--- config.mk ---
export PLATFORM = sky130hd
export DESIGN_NAME = signed_integer_literal_parser_flat
export DESIGN_NICKNAME = d
export VERILOG_FILES = /design/src/design/silp_pkg.sv /design/src/design/silp_channels.sv /design/src/design/signed_integer_literal_parser.sv /design/src/flat_wrapper.sv
export SDC_FILE = /design/constraint.sdc
export NUM_CORES = 1
export LEC_CHECK = 0
export ABC_AREA = 1
export BUFFER_PORTS_ARGS = -buffer_cell sky130_fd_sc_hd__clkbuf_2
export CAP_MARGIN = 20
export CORE_ASPECT_RATIO = 0.8
export CORE_UTILIZATION = 60
export DETAILED_ROUTE_END_ITERATION = 12
export PLACE_DENSITY_LB_ADDON = 0.05
export SLEW_MARGIN = 0
export SYNTH_ARGS = -nofsm -noshare
export SYNTH_HDL_FRONTEND = slang
export SYNTH_SLANG_ARGS = --single-unit
--- constraint.sdc ---
create_clock -name clock -period 13.6 [get_ports clock]
set_input_delay 1.36 -clock clock [delete_from_list [all_inputs] [get_ports clock]]
set_output_delay 1.36 -clock clock [all_outputs]
set_load 0.01 [all_outputs]
--- src/design/silp_pkg.sv ---
// ----------------------------------------------------------------------------
// silp_pkg
// Shared widths, character codes, phase and radix types and digit helper
// functions for the signed integer literal parser.
// ----------------------------------------------------------------------------
package silp_pkg;

   localparam int WIDTH = 16;
   // product of accumulator and base (up to x16) plus one digit
   localparam int SUM_W = WIDTH + 5;

   localparam logic [7:0] CH_MINUS = 8'h2D;
   localparam logic [7:0] CH_PLUS  = 8'h2B;
   localparam logic [7:0] CH_ZERO  = 8'h30;
   localparam logic [7:0] CH_UNDER = 8'h5F;
   localparam logic [7:0] CH_LC_X  = 8'h78;
   localparam logic [7:0] CH_UC_X  = 8'h58;
   localparam logic [7:0] CH_LC_O  = 8'h6F;
   localparam logic [7:0] CH_UC_O  = 8'h4F;
   localparam logic [7:0] CH_LC_B  = 8'h62;
   localparam logic [7:0] CH_UC_B  = 8'h42;
   localparam logic [7:0] CH_LC_U  = 8'h75;
   localparam logic [7:0] CH_UC_U  = 8'h55;

   localparam logic [4:0] NO_DIGIT = 5'd16;

   typedef enum logic [4:0] {
      PH_START       = 5'b00001,
      PH_AFTER_SIGN  = 5'b00010,
      PH_ZERO_SEEN   = 5'b00100,
      PH_FIRST_DIGIT = 5'b01000,
      PH_DIGITS      = 5'b10000
   } phase_type;

   typedef enum logic [1:0] {
      RADIX_DEC = 2'd0,
      RADIX_HEX = 2'd1,
      RADIX_OCT = 2'd2,
      RADIX_BIN = 2'd3
   } radix_type;

   // value of a hex digit character, NO_DIGIT for anything else
   function automatic logic [4:0] digit_value(input logic [7:0] c);
      logic [4:0] v;
      v = NO_DIGIT;
      if (c >= 8'h30 && c <= 8'h39) begin
         v = 5'(c - 8'h30);
      end else if (c >= 8'h61 && c <= 8'h66) begin
         v = 5'(c - 8'h61 + 8'd10);
      end else if (c >= 8'h41 && c <= 8'h46) begin
         v = 5'(c - 8'h41 + 8'd10);
      end
      return v;
   endfunction

   function automatic logic [4:0] radix_base(input radix_type r);
      logic [4:0] b;
      case (r)
         RADIX_DEC: b = 5'd10;
         RADIX_HEX: b = 5'd16;
         RADIX_OCT: b = 5'd8;
         RADIX_BIN: b = 5'd2;
         default:   b = 5'd10;
      endcase
      return b;
   endfunction

endpackage

--- src/design/silp_channels.sv ---
// ----------------------------------------------------------------------------
// silp channels
// Valid/ready channels for characters in and parse results out.
// ----------------------------------------------------------------------------
interface silp_req_if;
   logic       valid;
   logic       ready;
   logic [7:0] char_code;
   logic       is_last;

   modport source (output valid, output char_code, output is_last, input ready);
   modport sink   (input valid, input char_code, input is_last, output ready);
endinterface

interface silp_rsp_if;
   logic                               valid;
   logic                               ready;
   logic signed [silp_pkg::WIDTH-1:0]  parsed_value;
   logic                               parse_error;

   modport source (output valid, output parsed_value, output parse_error, input ready);
   modport sink   (input valid, input parsed_value, input parse_error, output ready);
endinterface

--- src/design/signed_integer_literal_parser.sv ---
// ----------------------------------------------------------------------------
// signed_integer_literal_parser
// Parses a signed integer literal with optional sign and radix prefix,
// one character per beat, and returns value and error flag on the last one.
// ----------------------------------------------------------------------------
//  channel  | dir | payload                        | beat
//  req_ch   | in  | char_code[7:0], is_last        | one character
//  rsp_ch   | out | parsed_value[15:0], parse_error| one result per string
//
// one character per cycle while req_ch.ready is high; a result shows on
// rsp_ch the cycle after the last character is taken. parse state and
// result register are the only storage, the update is one shift-add and
// compare. req_ch.ready drops only while a result is held and rsp_ch.ready
// is low. reset clears the parse state and the result valid.
module signed_integer_literal_parser (
   input  logic              clock,
   input  logic              reset,
   silp_req_if.sink          req_ch,
   silp_rsp_if.source        rsp_ch
);

   silp_pkg::phase_type          phase_ff, phase_in;
   silp_pkg::radix_type          radix_ff, radix_in;
   logic                         neg_ff, neg_in;
   logic                         stop_ff, stop_in;
   logic [silp_pkg::WIDTH-1:0]   acc_ff, acc_in;

   logic                         rsp_valid_ff, rsp_valid_in;
   logic [silp_pkg::WIDTH-1:0]   value_ff, value_in;
   logic                         error_ff, error_in;

   logic                         accept;
   logic [7:0]                   c;
   logic [4:0]                   dval;
   logic                         dig_ok;
   logic [silp_pkg::SUM_W-1:0]   acc_x;
   logic [silp_pkg::SUM_W-1:0]   prod;
   logic [silp_pkg::SUM_W-1:0]   total;
   logic [silp_pkg::SUM_W-1:0]   limit;
   logic                         ovf;
   logic                         ok;

   assign accept = req_ch.valid && req_ch.ready;
   assign req_ch.ready = !rsp_valid_ff || rsp_ch.ready;
   assign c = req_ch.char_code;

   assign dval   = silp_pkg::digit_value(c);
   assign dig_ok = dval < silp_pkg::radix_base(radix_ff);
   assign acc_x  = silp_pkg::SUM_W'(acc_ff);

   always_comb begin
      case (radix_ff)
         silp_pkg::RADIX_DEC: prod = (acc_x << 3) + (acc_x << 1);
         silp_pkg::RADIX_HEX: prod = acc_x << 4;
         silp_pkg::RADIX_OCT: prod = acc_x << 3;
         silp_pkg::RADIX_BIN: prod = acc_x << 1;
         default:             prod = acc_x;
      endcase
   end

   // acc*base + d > limit is the same test as acc > (limit - d) / base
   assign total = prod + silp_pkg::SUM_W'(dval);
   assign limit = (silp_pkg::SUM_W'(1) << (silp_pkg::WIDTH - 1))
                  - silp_pkg::SUM_W'(!neg_ff);
   assign ovf   = total > limit;

   always_comb begin
      phase_in = phase_ff;
      radix_in = radix_ff;
      neg_in   = neg_ff;
      stop_in  = stop_ff;
      acc_in   = acc_ff;
      if (!stop_ff) begin
         case (phase_ff)
            silp_pkg::PH_START, silp_pkg::PH_AFTER_SIGN: begin
               if (phase_ff == silp_pkg::PH_START && c == silp_pkg::CH_MINUS) begin
                  neg_in   = 1'b1;
                  phase_in = silp_pkg::PH_AFTER_SIGN;
               end else if (phase_ff == silp_pkg::PH_START && c == silp_pkg::CH_PLUS) begin
                  phase_in = silp_pkg::PH_AFTER_SIGN;
               end else if (c == silp_pkg::CH_ZERO) begin
                  acc_in   = '0;
                  phase_in = silp_pkg::PH_ZERO_SEEN;
               end else begin
                  // radix is still decimal here
                  radix_in = silp_pkg::RADIX_DEC;
                  if (!dig_ok) begin
                     stop_in = 1'b1;
                  end else begin
                     acc_in   = silp_pkg::WIDTH'(dval);
                     phase_in = silp_pkg::PH_DIGITS;
                  end
               end
            end
            silp_pkg::PH_ZERO_SEEN: begin
               if (c == silp_pkg::CH_LC_X || c == silp_pkg::CH_UC_X) begin
                  radix_in = silp_pkg::RADIX_HEX;
                  phase_in = silp_pkg::PH_FIRST_DIGIT;
               end else if (c == silp_pkg::CH_LC_O || c == silp_pkg::CH_UC_O) begin
                  radix_in = silp_pkg::RADIX_OCT;
                  phase_in = silp_pkg::PH_FIRST_DIGIT;
               end else if (c == silp_pkg::CH_LC_B || c == silp_pkg::CH_UC_B) begin
                  radix_in = silp_pkg::RADIX_BIN;
                  phase_in = silp_pkg::PH_FIRST_DIGIT;
               end else if (c == silp_pkg::CH_LC_U || c == silp_pkg::CH_UC_U) begin
                  radix_in = silp_pkg::RADIX_DEC;
                  phase_in = silp_pkg::PH_FIRST_DIGIT;
               end else begin
                  // the zero was the first digit, accumulator already zero
                  phase_in = silp_pkg::PH_DIGITS;
                  if (c != silp_pkg::CH_UNDER) begin
                     if (!dig_ok || ovf) begin
                        stop_in = 1'b1;
                     end else begin
                        acc_in = total[silp_pkg::WIDTH-1:0];
                     end
                  end
               end
            end
            silp_pkg::PH_FIRST_DIGIT: begin
               if (!dig_ok) begin
                  stop_in = 1'b1;
               end else begin
                  acc_in   = silp_pkg::WIDTH'(dval);
                  phase_in = silp_pkg::PH_DIGITS;
               end
            end
            silp_pkg::PH_DIGITS: begin
               if (c != silp_pkg::CH_UNDER) begin
                  if (!dig_ok || ovf) begin
                     stop_in = 1'b1;
                  end else begin
                     acc_in = total[silp_pkg::WIDTH-1:0];
                  end
               end
            end
            default: begin
               stop_in = 1'b1;
            end
         endcase
      end
   end

   always_comb begin
      ok = !stop_in && (phase_in == silp_pkg::PH_DIGITS || phase_in == silp_pkg::PH_ZERO_SEEN);
      value_in = '0;
      if (ok) begin
         value_in = neg_in ? (silp_pkg::WIDTH'(0) - acc_in) : acc_in;
      end
      error_in = !ok;

      rsp_valid_in = rsp_valid_ff;
      if (accept && req_ch.is_last) begin
         rsp_valid_in = 1'b1;
      end else if (rsp_ch.ready) begin
         rsp_valid_in = 1'b0;
      end
   end

   always_ff @(posedge clock) begin
      if (reset) begin
         phase_ff     <= silp_pkg::PH_START;
         radix_ff     <= silp_pkg::RADIX_DEC;
         neg_ff       <= 1'b0;
         stop_ff      <= 1'b0;
         acc_ff       <= '0;
         rsp_valid_ff <= 1'b0;
      end else begin
         rsp_valid_ff <= rsp_valid_in;
         if (accept) begin
            if (req_ch.is_last) begin
               // string done, back to the start state
               phase_ff <= silp_pkg::PH_START;
               radix_ff <= silp_pkg::RADIX_DEC;
               neg_ff   <= 1'b0;
               stop_ff  <= 1'b0;
               acc_ff   <= '0;
            end else begin
               phase_ff <= phase_in;
               radix_ff <= radix_in;
               neg_ff   <= neg_in;
               stop_ff  <= stop_in;
               acc_ff   <= acc_in;
            end
         end
      end
   end

   always_ff @(posedge clock) begin
      if (accept && req_ch.is_last) begin
         value_ff <= value_in;
         error_ff <= error_in;
      end
   end

   assign rsp_ch.valid        = rsp_valid_ff;
   assign rsp_ch.parsed_value = value_ff;
   assign rsp_ch.parse_error  = error_ff;

endmodule
--- src/flat_wrapper.sv ---
// flat-port wrapper written by rule: the top's interface ports become plain ports
module signed_integer_literal_parser_flat 
  (clock, reset, req_ch_valid, req_ch_char_code, req_ch_is_last, req_ch_ready, rsp_ch_valid, rsp_ch_parsed_value, rsp_ch_parse_error, rsp_ch_ready);
  silp_req_if req_ch_i ();
  silp_rsp_if rsp_ch_i ();
  input  logic clock;
  input  logic reset;
  input wire logic [$bits(req_ch_i.valid)-1:0] req_ch_valid;
  input wire logic [$bits(req_ch_i.char_code)-1:0] req_ch_char_code;
  input wire logic [$bits(req_ch_i.is_last)-1:0] req_ch_is_last;
  output wire logic [$bits(req_ch_i.ready)-1:0] req_ch_ready;
  output wire logic [$bits(rsp_ch_i.valid)-1:0] rsp_ch_valid;
  output wire logic [$bits(rsp_ch_i.parsed_value)-1:0] rsp_ch_parsed_value;
  output wire logic [$bits(rsp_ch_i.parse_error)-1:0] rsp_ch_parse_error;
  input wire logic [$bits(rsp_ch_i.ready)-1:0] rsp_ch_ready;
  assign req_ch_i.valid = req_ch_valid;
  assign req_ch_i.char_code = req_ch_char_code;
  assign req_ch_i.is_last = req_ch_is_last;
  assign req_ch_ready = req_ch_i.ready;
  assign rsp_ch_valid = rsp_ch_i.valid;
  assign rsp_ch_parsed_value = rsp_ch_i.parsed_value;
  assign rsp_ch_parse_error = rsp_ch_i.parse_error;
  assign rsp_ch_i.ready = rsp_ch_ready;
  signed_integer_literal_parser u_core (.clock(clock), .reset(reset), .req_ch(req_ch_i), .rsp_ch(rsp_ch_i));
endmodule
==> metrics.md, run 1 <==
| Metric | Value |
|---|---|
| Fillers | `880` |
| Failing checks | `DRC` |
| FF+latch area | `1030 sq um` |
| Core Box Area | `9230 sq um` |
| Critical Path End Type | `flip-flop` |
| Tmin final | `6.64 ns` |
| Final TNS setup | `0 ns` |
| Placed inst area | `6040 sq um` |
| Most frequent CP cell | `nand2_1` |
| Iteration-0 DRC Markers | `719` |
| DR WL/cell | `15.0 um` |
| RSZ-0062 raised after global routing | `no` |
| Clock Tree Buf Depth | `2` |
| Drt pass-1 iters | `9` |
| Max-slew headroom | `0.317` |
| Worst Setup Slack, final | `6.96 ns` |
| Worst slew pin tran | `1.02 ns` |
| Initial Util | `0.631` |
| Endpoints failing hold | `0` |
| WS Path Type | `input port to flip-flop` |
| Post-synthesis sequential area ratio | `0.177` |
| Fin area | `6210 sq um` |
| Clk Latency, worst-skew pair | `0.29 ns` |
| Syn Area/Cell | `5.98 sq um` |
| MaxCap Viol Count | `0` |
| Commonest cells in the netlist | `nand2_1, inv_1, a21oi_1` |
| CP Data Arrival Time | `6.68 ns` |
| Initial antenna violation count | `0` |
| Share of cells above drive strength 1 | `0.123` |
| Hold buffers post-CTS | `0` |
| Setup Buffers After CTS | `0` |
| Leading area contributor after synthesis | `nand2_1` |
| Adder-cell share of the synthesized area | `0.104` |
| CP Launch Type | `input port` |
| Layout area overhead | `6.68%` |
| Status | `finished, violations left` |
| Ys Warns | `0` |
| GRT Resource Usage Total | `0.342` |
| Proportion of synthesized area in mux cells | `0` |
| FF+latch count, synth | `43` |
| Gpl congestion | `1.02` |
| Post-placement setup slack | `6.65 ns` |
| Synthesized area | `5830 sq um` |
| Final Cycle Share | `0.488` |
| Top-count cell post-synth | `nand2_1` |
| Compound-Gate Fraction of Synth Area | `0.162` |
| Pwr Density | `64.0 nW/um^2` |
| Synth async-reset ratio | `0` |
| Root buffer cell | `clkbuf_16` |
| Worst hold path type | `flip-flop to flip-flop` |
| ANT cells | `0` |
| Achievable Freq | `0.151 GHz` |
| Synth top area share | `0.197` |
| TritonCTS Buffers | `5` |
| Vias per inst | `5.60` |
| Hold slack | `0.520 ns` |
| ANT nets after route | `0` |
| Vias after detailed routing | `6240` |
| R2R setup slack | `7.29 ns` |
| Vias in the first global route | `5565` |
| Simple-gate portion of the synthesized area | `0.417` |
| Cells after synthesis | `974` |
| Post-Synth XOR/XNOR Area | `0.0180` |
| P_leak | `3.17 nW` |
| Post-CTS sizing | `0` |
| Die area | `10100 sq um` |
| Setup violators final | `0` |
| Largest net degree at the start of global routing | `30` |
| Worst path required time | `13.65 ns` |
| Crit path max fanout | `15` |
| CTS tree | `done` |
| Routed wire length | `16700 um` |
| Clk slew on worst S/H paths | `0.06 ns` |
| Overflow after GRT | `0` |
| DRC viols | `2` |
| Nets@finish | `1058` |
| Die X | `112 um` |
| Slew Limit Fails | `0` |
| Synth Flop Type | `dfxtp_1` |
| Synth area leaders | `nand2_1, ha_1, inv_1, dfxtp_1, edfxtp_1` |
| I/O Buffers | `31` |
| H-tree depth | `2` |
| Num Clock Sinks | `43` |
| Die Y | `90.1 um` |
| Row Count | `31` |
| Library cells used by synthesis | `54` |
| Largest family of logic cells by synthesized area | `simple AND/OR/NAND/NOR gates` |
| First-pass GRT wire length | `27900 um` |
| DPL Wire Length | `13000 um` |
| Footprint of the multi-input gates | `4090 sq um` |
| Crit-path slowest cell | `ha_1` |
| Clock skew | `0.00510 ns` |
| Worst vdd ir | `0.0409 mV` |
| Post-synth EDFFs | `17` |
| Syn nets | `1034` |
| I/O pin count | `32` |
| CP peak stage delay | `0.37 ns` |
-- critical path, delay by kind of cell --
kind                     cells  cell delay (ns)
buffers and inverters        4             0.28
AND/OR/NAND/NOR             33             3.22
AO/OA/AOI/OAI                5             0.77
adder cells (fa/ha/maj)      4             1.07
-- worst paths after layout --
kind	depth (start not counted)	from	to
worst max-delay path	46	req_ch_char_code[1]	u_core.rsp_ch.parsed_value[14]$_SDFFCE_PN0P_
worst min-delay path	2	u_core.phase_ff[2]$_SDFFE_PP0P_	u_core.phase_ff[2]$_SDFFE_PP0P_
worst max register to register	44	u_core.radix_ff[1]$_SDFFE_PP0P_	u_core.rsp_ch.parsed_value[14]$_SDFFCE_PN0P_
worst min register to register	2	u_core.phase_ff[2]$_SDFFE_PP0P_	u_core.phase_ff[2]$_SDFFE_PP0P_
-- metrics by stage --
stage / total power [W] / util / instances
2_1_floorplan: 0.000237 / - / 974
3_3_place_gp: 0.000266 / 0.655 / 1105
3_5_place_dp: 0.000267 / 0.655 / 1105
4_1_cts: 0.000396 / 0.672 / 1113
5_1_grt: 0.000421 / 0.673 / 1114
6_report: 0.000398 / 0.673 / 1114
-- sequential cells by signal (all words and copies together) (netlist names) --
name and cells:
u_core.acc_ff 16, u_core.neg_ff 1, u_core.phase_ff 5, u_core.radix_ff 2
u_core.rsp_ch.parse_error 1, u_core.rsp_ch.parsed_value 16, u_core.rsp_ch.valid 1, u_core.stop_ff 1
-- cell usage in the layout, fill, tap and decap left out, types with 3 or more instances in the layout --
| cell type | synthesis | routed |
|---|---|---|
| nand2_1 | 305 | 305 |
| inv_1 | 149 | 149 |
| a21oi_1 | 76 | 76 |
| nor2_1 | 73 | 72 |
| nand3_1 | 69 | 69 |
| ha_1 | 45 | 45 |
| o21ai_0 | 33 | 33 |
| clkbuf_2 | 0 | 31 |
| dfxtp_1 | 26 | 26 |
| nand2_2 | 25 | 25 |
| nand4_1 | 18 | 18 |
| edfxtp_1 | 17 | 17 |
| nor2_2 | 9 | 10 |
| nand3_2 | 9 | 9 |
| o221ai_1 | 9 | 9 |
| inv_2 | 8 | 8 |
| o21ai_1 | 8 | 8 |
| a31oi_1 | 7 | 7 |
| xor2_1 | 7 | 7 |
| nand2_4 | 6 | 6 |
| nor2_4 | 6 | 6 |
| clkbuf_16 | 0 | 6 |
| xnor2_1 | 5 | 5 |
| nor3_1 | 4 | 4 |
| a21oi_2 | 4 | 4 |
| buf_4 | 5 | 4 |
| o211ai_1 | 3 | 3 |
| a21o_1 | 3 | 3 |
| a211oi_1 | 3 | 3 |
-- cell families (layout without fill, tap and decap cells) --
kind of cell / Yosys count / count (layout)
AND/OR/NAND/NOR: 534 / 534
buffers and inverters: 178 / 203
AO/OA/AOI/OAI: 160 / 160
adder cells (fa/ha/maj): 47 / 47
flip-flops: 43 / 43
XOR/XNOR: 12 / 12
-- metal layers --
metal,global-route usage,vias up,part of all wire
met2,0.509,282,0.40
li1,-,3208,-
met1,0.498,2709,0.48
met3,0.0681,41,0.097
met4,0.0944,0,0.025
met5,0,-,0
-- report_power, final --
group	switching (W)	total (W)	internal, W
registers	0.00000417	0.000141	0.000137
logic	0.0000876	0.000126	0.0000385
clock network	0.0000512	0.000130	0.0000792
-- final cells by class --
type	count	share of cell area
repair buffers	36	0.0310
well taps	115	0.0232
multi-input cells	753	0.658
flip-flops and latches	43	0.166
inverters	159	0.0960
clock inverters	2	0.00221
clock buffers	6	0.0242
Power figures use the tool's default switching activity.
==> run 2: changes to the inputs <==
--- a/config.mk
+++ b/config.mk
@@ -9,7 +9,7 @@
 export BUFFER_PORTS_ARGS = -buffer_cell sky130_fd_sc_hd__clkbuf_2
 export CAP_MARGIN = 20
 export CORE_ASPECT_RATIO = 0.8
-export CORE_UTILIZATION = 60
+export CORE_UTILIZATION = 57
 export DETAILED_ROUTE_END_ITERATION = 12
 export PLACE_DENSITY_LB_ADDON = 0.05
 export SLEW_MARGIN = 0
==> constraint.sdc (replaced) <==
create_clock -name clock -period 5.78 [get_ports clock]
set_input_delay 0.578 -clock clock [delete_from_list [all_inputs] [get_ports clock]]
set_output_delay 0.578 -clock clock [all_outputs]
set_load 0.01 [all_outputs]
==> run 2 against run 1 <==
  * The flow now finishes without violations
  * Hold slack got worse by 0.023 ns
  * Highest routed layer unchanged
  * Die area rose by 5.2%
  * Non-clock buffer count rose by 46
  * Clock skew fell by 0.0021 ns
  * Combinational power rose to 2.9 times the previous value
  * Sequential power rose by 130%
==> metrics.md, run 2 (same netlist as run 1, synthesis figures left out) <==
| Metric | Value |
|---|---|
| Top library cells by usage in the layout, fill and taps aside | `nand2_1, inv_1, a21oi_1 (unchanged)` |
| Vias per inst | `5.61 (was 5.60)` |
| TritonCTS Buffers | `5 (unchanged)` |
| Crit-path slowest cell | `ha_1 (unchanged)` |
| CP Data Arrival Time | `5.71 ns (was 6.68 ns)` |
| Iteration-0 DRC Markers | `789 (was 719)` |
| Worst hold path type | `flip-flop to flip-flop (unchanged)` |
| Seq pwr share | `0.340 (was 0.355)` |
| Total Power | `0.000973 W (was 0.000398 W)` |
| Routed wire length | `18200 um (was 16700 um)` |
| ANT nets after route | `0 (unchanged)` |
| Vias after detailed routing | `6629 (was 6240)` |
| MaxCap Viol Count | `0 (unchanged)` |
| Sw Ratio | `0.374 (was 0.359)` |
| Crit path max fanout | `8 (was 15)` |
| Worst path required time | `5.83 ns (was 13.65 ns)` |
| Post-placement setup slack | `-0.0899 ns (was 6.65 ns)` |
| Critical Path End Type | `flip-flop (unchanged)` |
| Comb pwr share | `0.369 (was 0.317)` |
| Clock skew | `0.00303 ns (was 0.00510 ns)` |
| Worst vdd ir | `0.110 mV (was 0.0409 mV)` |
| Nets@finish | `1104 (was 1058)` |
| Slew Limit Fails | `0 (unchanged)` |
| Final Cycle Share | `0.980` |
| Pwr Density | `143 nW/um^2 (was 64.0 nW/um^2)` |
| Max-slew headroom | `0.322 (was 0.317)` |
| Overflow after GRT | `0 (unchanged)` |
| FF+latch area | `1030 sq um (about the same)` |
| I/O pin count | `32 (unchanged)` |
| Worst Setup Slack, final | `0.118 ns (was 6.96 ns)` |
| ANT cells | `0 (unchanged)` |
| Footprint of the multi-input gates | `4320 sq um (was 4090 sq um)` |
| Root buffer cell | `clkbuf_16 (unchanged)` |
| Gpl congestion | `0.965 (was 1.02)` |
| Drt pass-1 iters | `5 (was 9)` |
| I/O Buffers | `31 (unchanged)` |
| DR WL/cell | `15.4 um (was 15.0 um)` |
| First-pass GRT wire length | `28300 um (was 27900 um)` |
| Vias in the first global route | `5818 (was 5565)` |
| Setup violators final | `0 (unchanged)` |
| Initial Util | `0.596 (was 0.631)` |
| Layout area overhead | `16.9% (was 6.68%)` |
| Largest net degree at the start of global routing | `29 (was 30)` |
| Core Box Area | `9770 sq um (was 9230 sq um)` |
| CP peak stage delay | `0.34 ns (was 0.37 ns)` |
| H-tree depth | `2 (unchanged)` |
| Clk pwr share | `0.291 (was 0.328)` |
| Share of cells above drive strength 1 | `0.208 (was 0.123)` |
| Num Clock Sinks | `43 (unchanged)` |
| Row Count | `32 (was 31)` |
| Worst slew pin tran | `1.01 ns (was 1.02 ns)` |
| Status | `completed (was finished, violations left)` |
| Die area | `10600 sq um (was 10100 sq um)` |
| Placed inst area | `6260 sq um (was 6040 sq um)` |
| Tmin final | `5.66 ns` |
| Die Y | `92.4 um (was 90.1 um)` |
| DPL Wire Length | `13600 um (was 13000 um)` |
| Die X | `115 um (was 112 um)` |
| P_leak | `3.40 nW (was 3.17 nW)` |
| Fin area | `6810 sq um (was 6210 sq um)` |
| CP Launch Type | `input port (unchanged)` |
| Hold buffers post-CTS | `0 (unchanged)` |
| GRT Resource Usage Total | `0.338 (was 0.342)` |
| Pint | `0.000610 W (was 0.000255 W)` |
| Most frequent CP cell | `nand2_1 (unchanged)` |
| Clock Tree Buf Depth | `2 (unchanged)` |
| CTS tree | `done (unchanged)` |
| Endpoints failing hold | `0 (unchanged)` |
| Sw Pwr | `0.000364 W (was 0.000143 W)` |
| Fillers | `907 (was 880)` |
| DRC viols | `0 (was 2)` |
| Initial antenna violation count | `0 (unchanged)` |
| Achievable Freq | `0.177 GHz` |
| Clk Latency, worst-skew pair | `0.29 ns (about the same)` |
| WS Path Type | `input port to flip-flop (unchanged)` |
| Clk slew on worst S/H paths | `0.06 ns (about the same)` |
| Commonest non-fill, non-tap cell in the layout | `nand2_1 (unchanged)` |
run 2: cell count changes in the layout (fill, tap and decap cells not counted), sizes merged:
cell	delta
inv	+1
clkinvlp	+1
clkbuf	-1
buf	+47
clkinv	-2
run 2: layout make-up:
class                      count  share of cell area
multi-input combinational    753               0.634
sequential                    43               0.152
clock buffer                   6              0.0189
tap                          136              0.0250
inverter                     159              0.0880
clock inverter                 2             0.00184
timing repair buffer          82              0.0801
run 2: layer usage:
layer / GRT usage / share of wire / up-vias
met5: 0 / 0 / -
met1: 0.489 / 0.45 / 2946
met4: 0.105 / 0.032 / 0
met3: 0.0615 / 0.093 / 55
li1: - / - / 3295
met2: 0.504 / 0.42 / 333
run 2: final timing paths:
path                                   startpoint                                           end  slack [ns]  cells after the start
setup / recovery              req_ch_char_code[0]  u_core.rsp_ch.parsed_value[11]$_SDFFCE_PN0P_        0.12                     43
hold / removal    u_core.radix_ff[0]$_SDFFE_PP0P_               u_core.radix_ff[0]$_SDFFE_PP0P_        0.50                      2
setup reg to reg  u_core.radix_ff[0]$_SDFFE_PP0P_  u_core.rsp_ch.parsed_value[11]$_SDFFCE_PN0P_        0.20                     41
hold reg to reg   u_core.radix_ff[0]$_SDFFE_PP0P_               u_core.radix_ff[0]$_SDFFE_PP0P_        0.50                      2
run 2: power by group through the flow:
stage,clock [W],sequential (W),combinational [W]
2_1_floorplan,0,0.000338,0.000220
3_5_place_dp,0,0.000337,0.000306
5_1_grt,0.000292,0.000331,0.000392
3_3_place_gp,0,0.000337,0.000303
6_report,0.000283,0.000331,0.000360
4_1_cts,0.000280,0.000330,0.000307
run 2: metrics by stage:
stage,util,setup TNS [ns],hold slack (ns),std cells
global placement,0.641,-0.0548,0.503,1152
detailed placement,0.641,-0.240,0.506,1152
global route,0.697,-1.01,0.509,1181
CTS,0.655,0,0.515,1160
finish,0.697,0,0.497,1181
floorplan,-,0,0.472,974
run 2: repair_timing:
item                                    CTS  global route
endpoints found under the setup margin    0            17
resized for setup                         0            62
setup buffers                             0            21
run 2: critical path: cells and delay by family:
family,cells,cell delay (ns)
and+or+nand+nor,29,3.00
AOI/OAI and AO/OA,4,0.51
buffers and inverters,6,0.57
adders and majority gates,3,0.80
xor gates and xnor gates,1,0.21
==> run 3: changes to the inputs <==
--- a/config.mk
+++ b/config.mk
@@ -5,7 +5,6 @@
 export SDC_FILE = /design/constraint.sdc
 export NUM_CORES = 1
 export LEC_CHECK = 0
-export ABC_AREA = 1
 export BUFFER_PORTS_ARGS = -buffer_cell sky130_fd_sc_hd__clkbuf_2
 export CAP_MARGIN = 20
 export CORE_ASPECT_RATIO = 0.8
==> run 3 against run 2 <==
  * The flow now finishes with violations (DRC, setup timing)
  * Clock power up 6%
  * Sequential power shrank 2%
  * Routed wire length up 6.4%
  * Register-to-register slack worse by 0.57 ns
  * Synthesized area shrank 5.5%
  * Combinational power fell by 32%
  * Clock skew rose by 0.0035 ns
  * Die area down 5.4%
  * Synthesized cell count down 29%
  * Global-route usage rose by 3.2 points
  * Critical path type unchanged
  * Critical endpoint is now u_core.rsp_ch.parsed_value[14]$_SDFFCE_PN0P_
==> metrics.md, run 3 <==
| Metric | Value |
|---|---|
| Overflow after GRT | `0 (unchanged)` |
| Critical Path End Type | `flip-flop (unchanged)` |
| Ys Warns | `0 (unchanged)` |
| Crit path max fanout | `5 (was 8)` |
| Post-synthesis sequential area ratio | `0.187 (was 0.177)` |
| Die area | `10100 sq um (was 10600 sq um)` |
| Top-count cell post-synth | `nor2_1 (was nand2_1)` |
| ANT cells | `0 (unchanged)` |
| Syn nets | `754 (was 1034)` |
| Commonest non-fill, non-tap cell in the layout | `buf_4 (was nand2_1)` |
| Clock Tree Buf Depth | `2 (unchanged)` |
| TritonCTS Buffers | `5 (unchanged)` |
| Hold buffers post-CTS | `0 (unchanged)` |
| CP peak stage delay | `0.39 ns (was 0.34 ns)` |
| Clk slew on worst S/H paths | `0.07 ns (was 0.06 ns)` |
| Hold slack | `0.557 ns (was 0.497 ns)` |
| Gpl congestion | `0.919 (was 0.965)` |
| Crit-path slowest cell | `or3b_4 (was ha_1)` |
| WP depth | `32 (was 43)` |
| Row Count | `31 (was 32)` |
| Initial Util | `0.599 (was 0.596)` |
| Vias after detailed routing | `6318 (was 6629)` |
| CTS tree | `done (unchanged)` |
| Worst hold path type | `flip-flop to flip-flop (unchanged)` |
| H-tree depth | `2 (unchanged)` |
| Layout area overhead | `31.4% (was 16.9%)` |
| Nets@finish | `867 (was 1104)` |
| Post-Synth XOR/XNOR Area | `0.0493 (was 0.0180)` |
| Most frequent CP cell | `buf_4 (was nand2_1)` |
| Proportion of synthesized area in mux cells | `0.0236 (was 0)` |
| Worst vdd ir | `0.113 mV (was 0.110 mV)` |
| Clock skew | `0.00657 ns (was 0.00303 ns)` |
| Routed wire length | `19300 um (was 18200 um)` |
| Hold Path Depth | `2 (unchanged)` |
| Tmin final | `6.24 ns (was 5.66 ns)` |
| FF+latch count, synth | `43 (unchanged)` |
| Max-slew headroom | `0.124 (was 0.322)` |
| DPL Wire Length | `14400 um (was 13600 um)` |
| I/O pin count | `32 (unchanged)` |
| Compound-Gate Fraction of Synth Area | `0.314 (was 0.162)` |
| Slew Limit Fails | `0 (unchanged)` |
| MaxCap Viol Count | `0 (unchanged)` |
| Vias per inst | `6.85 (was 5.61)` |
| Worst Setup Slack, final | `-0.459 ns (was 0.118 ns)` |
| Reg2reg path depth | `28 (was 41)` |
| I/O Buffers | `31 (unchanged)` |
| GRT Resource Usage Total | `0.371 (was 0.338)` |
| Status | `finished, violations left (was completed)` |
| Synth Flop Type | `dfxtp_1 (unchanged)` |
| Cells after synthesis | `694 (was 974)` |
| Clk Latency, worst-skew pair | `0.30 ns (was 0.29 ns)` |
| Pwr Density | `120 nW/um^2 (was 143 nW/um^2)` |
| P_leak | `2.94 nW (was 3.40 nW)` |
| Placed Cells incl. Taps | `899 (was 1152)` |
| Share of cells above drive strength 1 | `0.335 (was 0.208)` |
| DR WL/cell | `21.0 um (was 15.4 um)` |
| Iteration-0 DRC Markers | `788 (was 789)` |
| Setup violators final | `16 (was 0)` |
| DRC viols | `2 (was 0)` |
| Commonest cells in the netlist | `nor2_1, nand2_1, ha_1 (was nand2_1, inv_1, a21oi_1)` |
| CP Launch Type | `input port (unchanged)` |
| RSZ-0062 raised after global routing | `yes` |
| Die X | `112 um (was 115 um)` |
| Initial antenna violation count | `0 (unchanged)` |
| Adder-cell share of the synthesized area | `0.110 (was 0.104)` |
| Synth async-reset ratio | `0 (unchanged)` |
| Drt pass-1 iters | `12 (was 5)` |
| Vias in the first global route | `5907 (was 5818)` |
| Core Box Area | `9190 sq um (was 9770 sq um)` |
| Buf/Inv on CP | `6 (unchanged)` |
| First-pass GRT wire length | `30000 um (was 28300 um)` |
| Leading area contributor after synthesis | `ha_1 (was nand2_1)` |
| CP Data Arrival Time | `6.28 ns (was 5.71 ns)` |
| Synth area leaders | `ha_1, dfxtp_1, edfxtp_1, nor2_1, nand2_1 (was nand2_1, ha_1, inv_1, dfxtp_1, edfxtp_1)` |
| Synth top area share | `0.102 (was 0.197)` |
| Num Clock Sinks | `43 (unchanged)` |
| Failing checks | `DRC, setup timing` |
| WS Path Type | `input port to flip-flop (unchanged)` |
| Library cells used by synthesis | `100 (was 54)` |
| Simple-gate portion of the synthesized area | `0.267 (was 0.417)` |
| Root buffer cell | `clkbuf_16 (unchanged)` |
| Worst slew pin tran | `1.31 ns (was 1.01 ns)` |
| Largest net degree at the start of global routing | `28 (was 29)` |
| Achievable Freq | `0.160 GHz (was 0.177 GHz)` |
| Crit path max-delay family | `compound AO/OA/AOI/OAI gates (was simple AND/OR/NAND/NOR gates)` |
| Non-filler cells, final | `923 (was 1181)` |
| Synthesized area | `5500 sq um (was 5830 sq um)` |
| Largest family of logic cells by synthesized area | `compound AO/OA/AOI/OAI gates (was simple AND/OR/NAND/NOR gates)` |
| Final Cycle Share | `1.08 (was 0.980)` |
| Top library cells by usage in the layout, fill and taps aside | `buf_4, nor2_1, nand2_1 (was nand2_1, inv_1, a21oi_1)` |
| Endpoints failing hold | `0 (unchanged)` |
| Syn Area/Cell | `7.93 sq um (was 5.98 sq um)` |
| Worst path required time | `5.82 ns (was 5.83 ns)` |
| Post-synth EDFFs | `17 (unchanged)` |
| Die Y | `89.9 um (was 92.4 um)` |
| ANT nets after route | `0 (unchanged)` |
-- run 3: final cells by class --
class	count	area, sq um
multi-input combinational	586	4690
sequential	43	1030
timing repair buffer	149	1110
tap	115	144
clock inverter	3	23.8
fill	651	1960
inverter	22	105
clock buffer	5	125
-- run 3: cell families (layout without fill, tap and decap cells) --
family | after synthesis | count (layout)
AOI/OAI and AO/OA | 230 | 230
xor gates and xnor gates | 31 | 31
adders and majority gates | 47 | 47
buffers and inverters | 65 | 179
DFF | 43 | 43
muxes | 12 | 12
and+or+nand+nor | 266 | 266
-- run 3: final timing paths --
path | to | from | slack, ns
worst max-delay path | u_core.rsp_ch.parsed_value[14]$_SDFFCE_PN0P_ | req_ch_char_code[1] | -0.46
worst max register to register | u_core.rsp_ch.parsed_value[14]$_SDFFCE_PN0P_ | u_core.acc_ff[0]$_SDFFE_PP0P_ | -0.37
worst min-delay path | u_core.rsp_ch.valid$_SDFFE_PP0P_ | u_core.rsp_ch.valid$_SDFFE_PP0P_ | 0.56
worst min register to register | u_core.rsp_ch.valid$_SDFFE_PP0P_ | u_core.rsp_ch.valid$_SDFFE_PP0P_ | 0.56
-- run 3: worst min-delay path: stages, from the launching register on --
cell and delay [ns]:
dfxtp_1 0.31, nand2b_1 0.12, a21oi_1 0.08
-- run 3: what timing repair did --
action	CTS	global route
buffers inserted	9	9
resized for setup	32	46
pin swaps	5	17
setup endpoints to repair	17	29
-- run 3: routing by layer --
metal	wire length, um	up-vias	GRT usage
met4	784	0	0.168
met1	8190	3024	0.489
met2	8920	339	0.601
met3	1460	76	0.0492
li1	-	2879	-
met5	0	-	0
-- run 3: stage by stage --
stage	setup WS, ns	util	area, sq um	TNS, ns	total power, W
4_1_cts	-0.227	0.753	6920	-1.66	0.000845
6_report	-0.459	0.787	7230	-3.92	0.000870
2_1_floorplan	-0.227	-	5660	-1.31	0.000461
5_1_grt	-0.673	0.787	7230	-9.05	0.000896
3_3_place_gp	-0.482	0.711	6530	-5.57	0.000527
3_5_place_dp	-0.711	0.712	6550	-9.77	0.000533
-- run 3: power by group --
group	total, W	internal (W)	switching [W]
registers	0.000324	0.000320	0.00000392
clock network	0.000300	0.000162	0.000138
logic	0.000246	0.000102	0.000144
total	0.000870	0.000585	0.000285
